**config.mk**
```make
export PLATFORM = sky130hd
export DESIGN_NAME = durs_ctrl
export DESIGN_NICKNAME = d
export VERILOG_FILES = /design/src/design/durs_pkg.sv /design/src/design/durs_ctrl.sv
export SDC_FILE = /design/constraint.sdc
export NUM_CORES = 1
export LEC_CHECK = 0
export BUFFER_PORTS_ARGS = -buffer_cell sky130_fd_sc_hd__buf_2
export CAP_MARGIN = 20
export CORE_AREA = 8 8 45 47
export DETAILED_ROUTE_END_ITERATION = 10
export DIE_AREA = 0 0 53 55
export HOLD_SLACK_MARGIN = 0.12
export PLACE_DENSITY = 0.46
export SYNTH_ARGS = -nofsm -noshare
export SYNTH_HDL_FRONTEND = slang
export SYNTH_SLANG_ARGS = --single-unit
```
**constraint.sdc**
```tcl
create_clock -name aclk -period 1.14 [get_ports aclk]
set_input_delay 0.228 -clock aclk [delete_from_list [all_inputs] [get_ports aclk]]
set_output_delay 0.228 -clock aclk [all_outputs]
set_load 0.005 [all_outputs]
```
**src/design/durs_pkg.sv**
```systemverilog
package durs_pkg;

    // operation codes of an input transaction
    localparam logic [1:0] OP_QUERY   = 2'd0;
    localparam logic [1:0] OP_REPLY   = 2'd1;
    localparam logic [1:0] OP_TIMEOUT = 2'd2;

    // domain list match classes
    localparam logic [1:0] CLS_NONE     = 2'd0;
    localparam logic [1:0] CLS_BLOCKED  = 2'd1;
    localparam logic [1:0] CLS_DOMESTIC = 2'd2;
    localparam logic [1:0] CLS_UNUSED   = 2'd3;

    // configuration register indexes
    localparam logic [1:0] CFG_FAIR_MODE      = 2'd0;
    localparam logic [1:0] CFG_DROP_IPV6      = 2'd1;
    localparam logic [1:0] CFG_TRUSTED_REPEAT = 2'd2;

    localparam int unsigned CFG_IDX_W  = 2;
    localparam int unsigned CFG_DATA_W = 8;

    typedef enum logic [3:0] {
        ST_REFUSED     = 4'd0,
        ST_ECHOED      = 4'd1,
        ST_FORWARDED   = 4'd2,
        ST_SEND_THIS   = 4'd3,
        ST_SEND_HELD   = 4'd4,
        ST_FILTER_WAIT = 4'd5,
        ST_HELD        = 4'd6,
        ST_IGNORED     = 4'd7,
        ST_UNKNOWN     = 4'd8,
        ST_TIMED_OUT   = 4'd9,
        ST_STALE       = 4'd10,
        ST_DROPPED     = 4'd11
    } status_t;

    // pending query entry, 52 bits
    typedef struct packed {
        logic [15:0] held_handle;
        logic        held_valid;
        logic        dom_seen;
        logic [1:0]  match_class;
        logic [15:0] client_tag;
        logic [15:0] origin_id;
    } entry_t;

    // controller to datapath
    typedef struct packed {
        logic clear;
        logic capture;
        logic read;
        logic exec;
    } ctrl_cmd_t;

    // datapath to controller
    typedef struct packed {
        logic clear_last;
        logic out_free;
    } dp_status_t;

endpackage

```
**src/design/durs_ctrl.sv**
```systemverilog
module durs_ctrl
    import durs_pkg::*;
(
    input  logic       aclk,
    input  logic       aresetn,
    input  logic       s_valid,
    output logic       s_ready,
    input  dp_status_t dp_status,
    output ctrl_cmd_t  cmd
);

    typedef enum logic [3:0] {
        S_CLEAR = 4'b0001,
        S_IDLE  = 4'b0010,
        S_READ  = 4'b0100,
        S_EXEC  = 4'b1000
    } state_t;

    state_t state_reg, state_next;

    always_ff @(posedge aclk) begin
        if (!aresetn) begin
            state_reg <= S_CLEAR;
        end else begin
            state_reg <= state_next;
        end
    end

    always_comb begin
        state_next  = state_reg;
        s_ready     = 1'b0;
        cmd         = '0;
        case (state_reg)
            S_CLEAR: begin
                cmd.clear = 1'b1;
                if (dp_status.clear_last) begin
                    state_next = S_IDLE;
                end
            end
            S_IDLE: begin
                s_ready     = 1'b1;
                cmd.capture = s_valid;
                if (s_valid) begin
                    state_next = S_READ;
                end
            end
            S_READ: begin
                cmd.read   = 1'b1;
                state_next = S_EXEC;
            end
            S_EXEC: begin
                // wait for the output register to take the result
                if (dp_status.out_free) begin
                    cmd.exec   = 1'b1;
                    state_next = S_IDLE;
                end
            end
            default: begin
                state_next = S_CLEAR;
            end
        endcase
    end

endmodule

```
# --- Word-level counts from Yosys, hierarchy flattened ---
# Cells that the tools add are included.
classes:
  n_eq_ne: 7
  mux: 10
  n_reduce_logical: 1
op_table:
  columns: ["op", "n"]
  rows:
  - ["4-bit case mux with 4 select lines", 1]
  - ["4-bit two-way mux", 3]
  - ["1-bit two-way mux", 6]
  - ["2-bit != test (second input constant)", 3]
  - ["4-bit by 1-bit == test with 1-bit output (second input constant)", 1]
  - ["4-bit by 2-bit == test with 1-bit output (second input constant)", 1]
  - ["4-bit by 3-bit == test with 1-bit output (second input constant)", 1]
  - ["4-bit == test (second input constant)", 1]
  - ["3-bit AND reduction", 1]
totals:
  reg_bits: 4
  input_bits: 5
  out_inout_bits: 5
  word_cells: 19

# --- Longest topological paths before layout ---
# Gate-level depths: netlist of run 1.
logic_depth:
  word_depth: 3
  ltp_mapped: 4
  depth_no_buf: 3

# --- Worst setup path after synthesis of run 1 ---
# OpenSTA, ideal clock, no wires.
synth_path:
  path_kind: "flip-flop to flip-flop"
  startpoint: "register state_reg[0]"
  endpoint: "register state_reg[1]"
  setup_time_ns: 0.088
  arrival_ns: 1.148
  t_required_ns: 1.052
  path_slack_ns: -0.097
  path_stages_with_launch: 4
  n_path_buf: 1
  synth_period_minus_slack_ns: 1.237
  cell_sequence: "dfxtp_1 buf_6 or4b_4 a311oi_2"
synth_between:
  elab_chain_cells: 3
  word_cells_on_any_way: 9
  classes_between: "eq/ne: 7; mux: 1; reduce/logical: 1"
synth_rtl:
  columns: ["element", "line", "rtl"]
  rows:
  - ["start: declaration", "durs_ctrl.sv:19", "state_t state_reg, state_next;"]
  - ["start signal: assignment", "durs_ctrl.sv:25", "state_reg <= state_next;"]
  - ["4-bit by 1-bit == test with 1-bit output (tied with other cells)", "durs_ctrl.sv:33", "case (state_reg)"]
  - ["2-bit != test (no source line)", null, null]
  - ["3-bit AND reduction (no source line)", null, null]
# Parallel ways exist; a longest one is shown, timed or not.
# A chain may end at the register's enable or synchronous reset.

==> results of run 1 <==
-- power groups by stage --
stage,registers (mW),clock network (mW),logic [mW]
global route,0.155,0.184,0.0864
detailed placement,0.157,0,0.0625
CTS,0.154,0.178,0.0737
global placement,0.156,0,0.0638
finish,0.154,0.170,0.0815
floorplan,0.150,0,0.0401
-- placed cells by master (no fill, tap or decap), drive strengths merged --
cell type	Yosys	routed
xnor2	1	1
buf	3	17
nand4bb	1	1
and3	1	1
dfxtp	4	4
mux2i	1	1
nor4b	4	4
a311oi	1	1
nor4	1	1
and2	2	2
clkbuf	1	3
inv	1	1
nand3	1	1
nor3	1	1
o31ai	1	1
nor2	3	3
or4b	1	1
-- area by class of cell --
type,instances,area [sq um]
Timing Repair Buffer,17,113
Inverter,1,3.75
Sequential cell,4,92.6
Fill cell,153,933
Clock buffer,3,22.5
Tap cell,16,20.0
Multi-Input combinational cell,19,199
-- synthesized netlist by cell type (2+ instances only) --
cell and number:
nor2_1 3, dfxtp_1 4, and2_1 2, nor4b_1 3
-- worst max-delay path by stage --
stage / startpoint / endpoint / slack, ns / cells past startpoint
2_1_floorplan: state_reg[0] / state_reg[1] / -0.1 / 3
3_3_place_gp: state_reg[2] / cmd[2] / -0.09 / 3
3_5_place_dp: state_reg[0] / cmd[0] / -0.08 / 3
4_1_cts: state_reg[0] / cmd[2] / -0.26 / 3
5_1_grt: state_reg[0] / cmd[2] / -0.32 / 3
6_report: state_reg[0] / cmd[0] / -0.23 / 3
-- through the flow --
stage | setup TNS [ns] | worst slack, ns | area (sq um)
5_1_grt | -1.51 | -0.320 | 450
4_1_cts | -1.26 | -0.264 | 433
6_report | -1.14 | -0.231 | 450
3_5_place_dp | -0.242 | -0.0816 | 355
3_3_place_gp | -0.250 | -0.0879 | 355
2_1_floorplan | -0.156 | -0.0963 | 267
-- critical path: cells and delay by family (launching register included) --
kind,cells,cell delay [ns]
flops,1,0.35
simple gates,2,0.45
buf+inv,1,0.11
-- per-layer routing --
| metal | track usage (%) | wire length (um) |
|---|---|---|
| met3 | 1.60 | 10 |
| met2 | 8.79 | 386 |
| met5 | 0 | 0 |
| met1 | 6.07 | 353 |
| met4 | 6.47 | 23 |
-- logic make-up (layout without fill, tap and decap cells) --
kind of cell | Yosys count | in the layout | share of synthesized area (%)
AOI/OAI and AO/OA | 2 | 2 | 8.49
xor gates and xnor gates | 1 | 1 | 3.30
buffers and inverters | 5 | 21 | 11.8
DFF | 4 | 4 | 30.2
muxes | 1 | 1 | 3.77
and+or+nand+nor | 15 | 15 | 42.4
-- timing repair --
item                                    in CTS  in global routing
endpoints found under the setup margin       6                  6
hold buffers                                 0                  0
resized for setup                           13                  2
setup buffers                                1                  0
pin swaps                                    5                  1
==> impl_metrics.py, run 1 <==
metrics = {
    "timing": {
        "period_needed_ns": 1.37,
        "hold_slack_ns": 0.213,
        "layout_setup_ws_ns": -0.231,
        "fmaxAchievable_mhz": 729,
        "setup-violations-final": 6,
        "skew_ns": 0.00171,
        "fin_crit_sh_pct": 120,
        "rsz0062_at_grt": "true",
        "slew_headroom_pct": 84.2,
        "maxSlewViolCount": 0,
        "max_slew.worst_pin.slew_ns": 0.235,
        "finalHoldViolations": 0,
    },
    "flow_run": {
        "maxCapViolations": 0,
    },
    "yosys": {
        "synth_cells": 28,
        "netlist_area_sq_um": 265,
        "synth.distinct_cells": 20,
        "synth_top_area_cell": "dfxtp_1",
        "synth_top_area_share_pct": 30.2,
        "syn_avg_cell_area_sq_um": 9.47,
        "synth_async_sr_flop_share_pct": 0,
        "synth.ff_latch_count": 4,
        "synth.area.top_cells": "dfxtp_1 (30%), nor4b_1 (9.9%), a311oi_2 (5.7%), nor4b_2 (5.7%), or4b_4 (5.2%)",
        "ys_warn_count": 0,
        "synth_edf_count": 0,
        "synth.yosys.seq_area_share_pct": 30.2,
        "syn_nets": 33,
        "synthFlopType": "dfxtp_1",
    },
    "routing": {
        "wl_per_cell_um": 12.9,
        "via_count": 264,
        "drt_first_pass_iters": 2,
        "drt-total-wl_um": 774,
        "viasPerCell": 4.40,
        "final_antenna_net_count": 0,
        "drcViolationCount": 0,
        "drt-initial-drc-count": 3,
    },
    "worst_hold_path": {
        "hold_path_startpoint": "aresetn",
        "hold_depth": 2,
        "hold_class": "in -> reg",
        "min_to": "state_reg[0]",
    },
    "pwr": {
        "swShare_pct": 23.5,
        "finalPower_uw": 405,
        "switchingPower_uw": 95.1,
        "ir_drop_v": 0.000301,
        "power.density_nw_per_um2": 899,
        "p_int_uw": 310,
        "pwr-share-seq_pct": 38.0,
        "combinationalPowerShare_pct": 20.1,
        "p_clk_share_pct": 41.9,
        "p_leak_nw": 0.190,
    },
    "worst_setup_path": {
        "rrSetupSlack_ns": -0.14,
        "crit_required_ns": 0.91,
        "r2r_end": "state_reg[1]",
        "startpoint_type": "flip-flop",
        "cp_slowest_cell": "dfxtp_4",
        "reg2reg_from": "state_reg[0]",
        "cp_max_fo": 4,
        "critPathKind": "reg -> out",
        "critical_path.endpoint_type": "output port",
        "worstPathArrival_ns": 1.14,
        "max_stage_delay_ns": 0.35,
        "path_cells": "nor4b_2, and2_1, buf_2",
        "worstRegToRegCells": 3,
    },
    "layout": {
        "largest_register_ffs": 4,
        "fin_util_pct": 32.5,
        "antennaDiodeCount": 0,
        "syn2layout_area_growth_pct": 69.8,
        "fin_nets": 51,
        "layoutNonFillerInstCount": 60,
        "drive_above_1_share_pct": 68.2,
    },
    "clocking": {
        "clockRootBuffer": "clkbuf_4",
        "clock_path_buffers": 2,
        "clk_latency_ns": 0.23,
        "clock_sinks": 4,
        "clk_pin_slew_ns": 0.03,
        "cts_tree": "yes",
        "htree_levels": 1,
        "cts_buffers": 3,
    },
    "die": {
        "die_h_um": 55,
        "start_util_pct": 19.2,
        "coreArea_sq_um": 1380,
        "num_rows": 14,
        "io_pins": 10,
        "dieArea_sq_um": 2920,
        "die_w_um": 53,
    },
    "global_routing": {
        "first_global_vias": 282,
        "grt_pass1_wl_um": 1170,
        "grt_util_all_layers_pct": 5.79,
        "overflow": 0,
        "antenna_found_initial": 0,
        "grt_max_degree": 6,
    },
    "status": {
        "outcome": "finished with violations",
        "violations": "setup timing",
    },
    "place": {
        "place_congestion": 0.779,
        "dp_hpwl_um": 565,
        "dp_cells": 56,
        "port_buffers": 9,
    },
}
Note: power is estimated with default switching activity, not from simulation.
==> inputs of run 2 (changes only) <==
--- a/config.mk
+++ b/config.mk
@@ -11,7 +11,7 @@
 export DETAILED_ROUTE_END_ITERATION = 10
 export DIE_AREA = 0 0 53 55
 export HOLD_SLACK_MARGIN = 0.12
-export PLACE_DENSITY = 0.46
+export PLACE_DENSITY = 0.44
 export SYNTH_ARGS = -nofsm -noshare
 export SYNTH_HDL_FRONTEND = slang
 export SYNTH_SLANG_ARGS = --single-unit
==> constraint.sdc (replaced) <==
create_clock -name aclk -period 1.6 [get_ports aclk]
set_input_delay 0.32 -clock aclk [delete_from_list [all_inputs] [get_ports aclk]]
set_output_delay 0.32 -clock aclk [all_outputs]
set_load 0.005 [all_outputs]
==> run 2 against run 1 <==
  * The run now ends clean
  * Critical endpoint unchanged
  * Routed wire length is 13% lower
  * Count of clock-buffer cells in the layout stayed put
  * Non-clock buffer count is 5 lower
  * Utilization is 5.4 points lower
  * First-iteration DRC count is 130% higher
  * Via count is 6.8% lower
  * Sequential power is 25% lower
  * Hold slack better by 0.085 ns
  * Setup slack better by 0.33 ns
  * Total power is 30% lower
  * Global-route usage is 0.71 points lower
  * Clock power is 23% lower
  * Highest routed layer unchanged
==> impl_metrics.py, run 2 (synthesized netlist as in run 1, its figures left out) <==
metrics = {
    "clocking": {
        "clock_sinks": 4,
        "clk_latency_ns": 0.24,
        "clockRootBuffer": "clkbuf_4",
        "clock_path_buffers": 2,
        "hold_buffers": 0,
        "cts_buffers": 3,
        "htree_levels": 1,
        "cts_tree": "yes",
        "clk_pin_slew_ns": 0.04,
    },
    "worst_setup_path": {
        "cp_max_fo": 9,
        "worstPathArrival_ns": 1.18,
        "critical_path.endpoint_type": "output port",
        "critPathKind": "reg -> out",
        "crit_required_ns": 1.28,
        "startpoint_type": "flip-flop",
    },
    "routing": {
        "drt-initial-drc-count": 7,
        "drt_first_pass_iters": 2,
        "drcViolationCount": 0,
        "viasPerCell": 4.47,
        "via_count": 246,
        "drt-total-wl_um": 670,
        "final_antenna_net_count": 0,
        "wl_per_cell_um": 12.2,
    },
    "status": {
        "outcome": "finished clean",
    },
    "timing": {
        "period_needed_ns": 1.50,
        "hold_slack_ns": 0.297,
        "finalHoldViolations": 0,
        "setup_tns_ns": 0,
        "fmaxAchievable_mhz": 667,
        "rsz0062_at_grt": "false",
        "fin_crit_sh_pct": 93.7,
        "layout_setup_ws_ns": 0.101,
        "skew_ns": 0.00482,
        "max_slew.worst_pin.slew_ns": 0.281,
        "slew_headroom_pct": 81.2,
        "setup-violations-final": 0,
        "maxSlewViolCount": 0,
    },
    "die": {
        "io_pins": 10,
        "num_rows": 14,
        "die_h_um": 55,
        "die_w_um": 53,
        "dieArea_sq_um": 2920,
        "start_util_pct": 19.2,
        "coreArea_sq_um": 1380,
    },
    "layout": {
        "antennaDiodeCount": 0,
        "syn2layout_area_growth_pct": 41.5,
        "fin_nets": 46,
        "layout_commonest_cell": "buf_2",
        "largest_register_ffs": 4,
        "nFillCells": 156,
        "final_cell_mix": "buf_2 (9), nor2_1 (3), clkbuf_4 (3), buf_4 (3), dfxtp_2 (3)",
        "drive_above_1_share_pct": 56.4,
    },
    "place": {
        "dp_hpwl_um": 489,
        "port_buffers": 9,
        "place_ws_ns": 0.209,
        "place_congestion": 0.702,
    },
    "global_routing": {
        "overflow": 0,
        "antenna_found_initial": 0,
        "grt_util_all_layers_pct": 5.08,
        "first_global_vias": 246,
        "grt_pass1_wl_um": 1050,
        "grt_max_degree": 10,
    },
    "flow_run": {
        "maxCapViolations": 0,
    },
    "pwr": {
        "ir_drop_v": 0.000237,
        "p_leak_nw": 0.150,
        "power.density_nw_per_um2": 750,
    },
    "worst_hold_path": {
        "hold_class": "in -> reg",
    },
}
## run 2: changes by cell type in the layout (fill, tap and decap cells not counted)
cell     change
nor4b_4      -1
dfxtp_1      +1
dfxtp_4      -3
buf_6        -2
nor4b_2      -1
dfxtp_2      +2
buf_4        -3
nor4b_1      +2
## run 2: final timing paths
kind | start | end | slack [ns] | cells past startpoint
setup / recovery | state_reg[0] | cmd[0] | 0.10 | 3
hold / removal | aresetn | state_reg[0] | 0.30 | 2
setup reg to reg | state_reg[0] | state_reg[1] | 0.35 | 2
hold reg to reg | state_reg[0] | state_reg[3] | 0.58 | 1
## run 2: metal layers
metal | up-vias | share of wire [%] | GRT usage [%]
li1 | 124 | - | -
met3 | 2 | 2.1 | 0.802
met1 | 113 | 50 | 6.36
met4 | 0 | 2.8 | 6.47
met2 | 7 | 44 | 6.45
met5 | - | 0 | 0
## run 2: critical path: stages, from the launching register on
cell     delay [ns]
dfxtp_2        0.38
nor4b_4        0.31
and2_1         0.15
buf_2          0.10
## run 2: where the power goes
part	internal [mW]	leakage [nW]	switching (mW)
combinational	0.0205	0.103	0.0142
clock	0.0843	0.0138	0.0463
sequential	0.105	0.0332	0.0110
## run 2: repair_timing
action,CTS,global route
buffers inserted,0,0
pin swaps,0,0
resized for setup,1,5
setup endpoints to repair,1,2
## run 2: final cells by class
class / count / area (sq um) / area share (%)
Sequential cell: 4 / 83.8 / 22.3
Timing Repair Buffer: 12 / 67.6 / 18.0
Clock buffer: 3 / 22.5 / 6.00
Inverter: 1 / 3.75 / 1.00
Multi-Input combinational cell: 19 / 178 / 47.3
Tap cell: 16 / 20.0 / 5.33
## run 2: metrics by stage
step | std cells | power (mW) | area, sq um | utilization, %
6_report | 55 | 0.281 | 375 | 27.1
5_1_grt | 55 | 0.298 | 375 | 27.1
4_1_cts | 55 | 0.285 | 354 | 25.6
3_5_place_dp | 52 | 0.147 | 325 | 23.5
3_3_place_gp | 52 | 0.147 | 325 | 23.5
2_1_floorplan | 28 | 0.135 | 265 | -
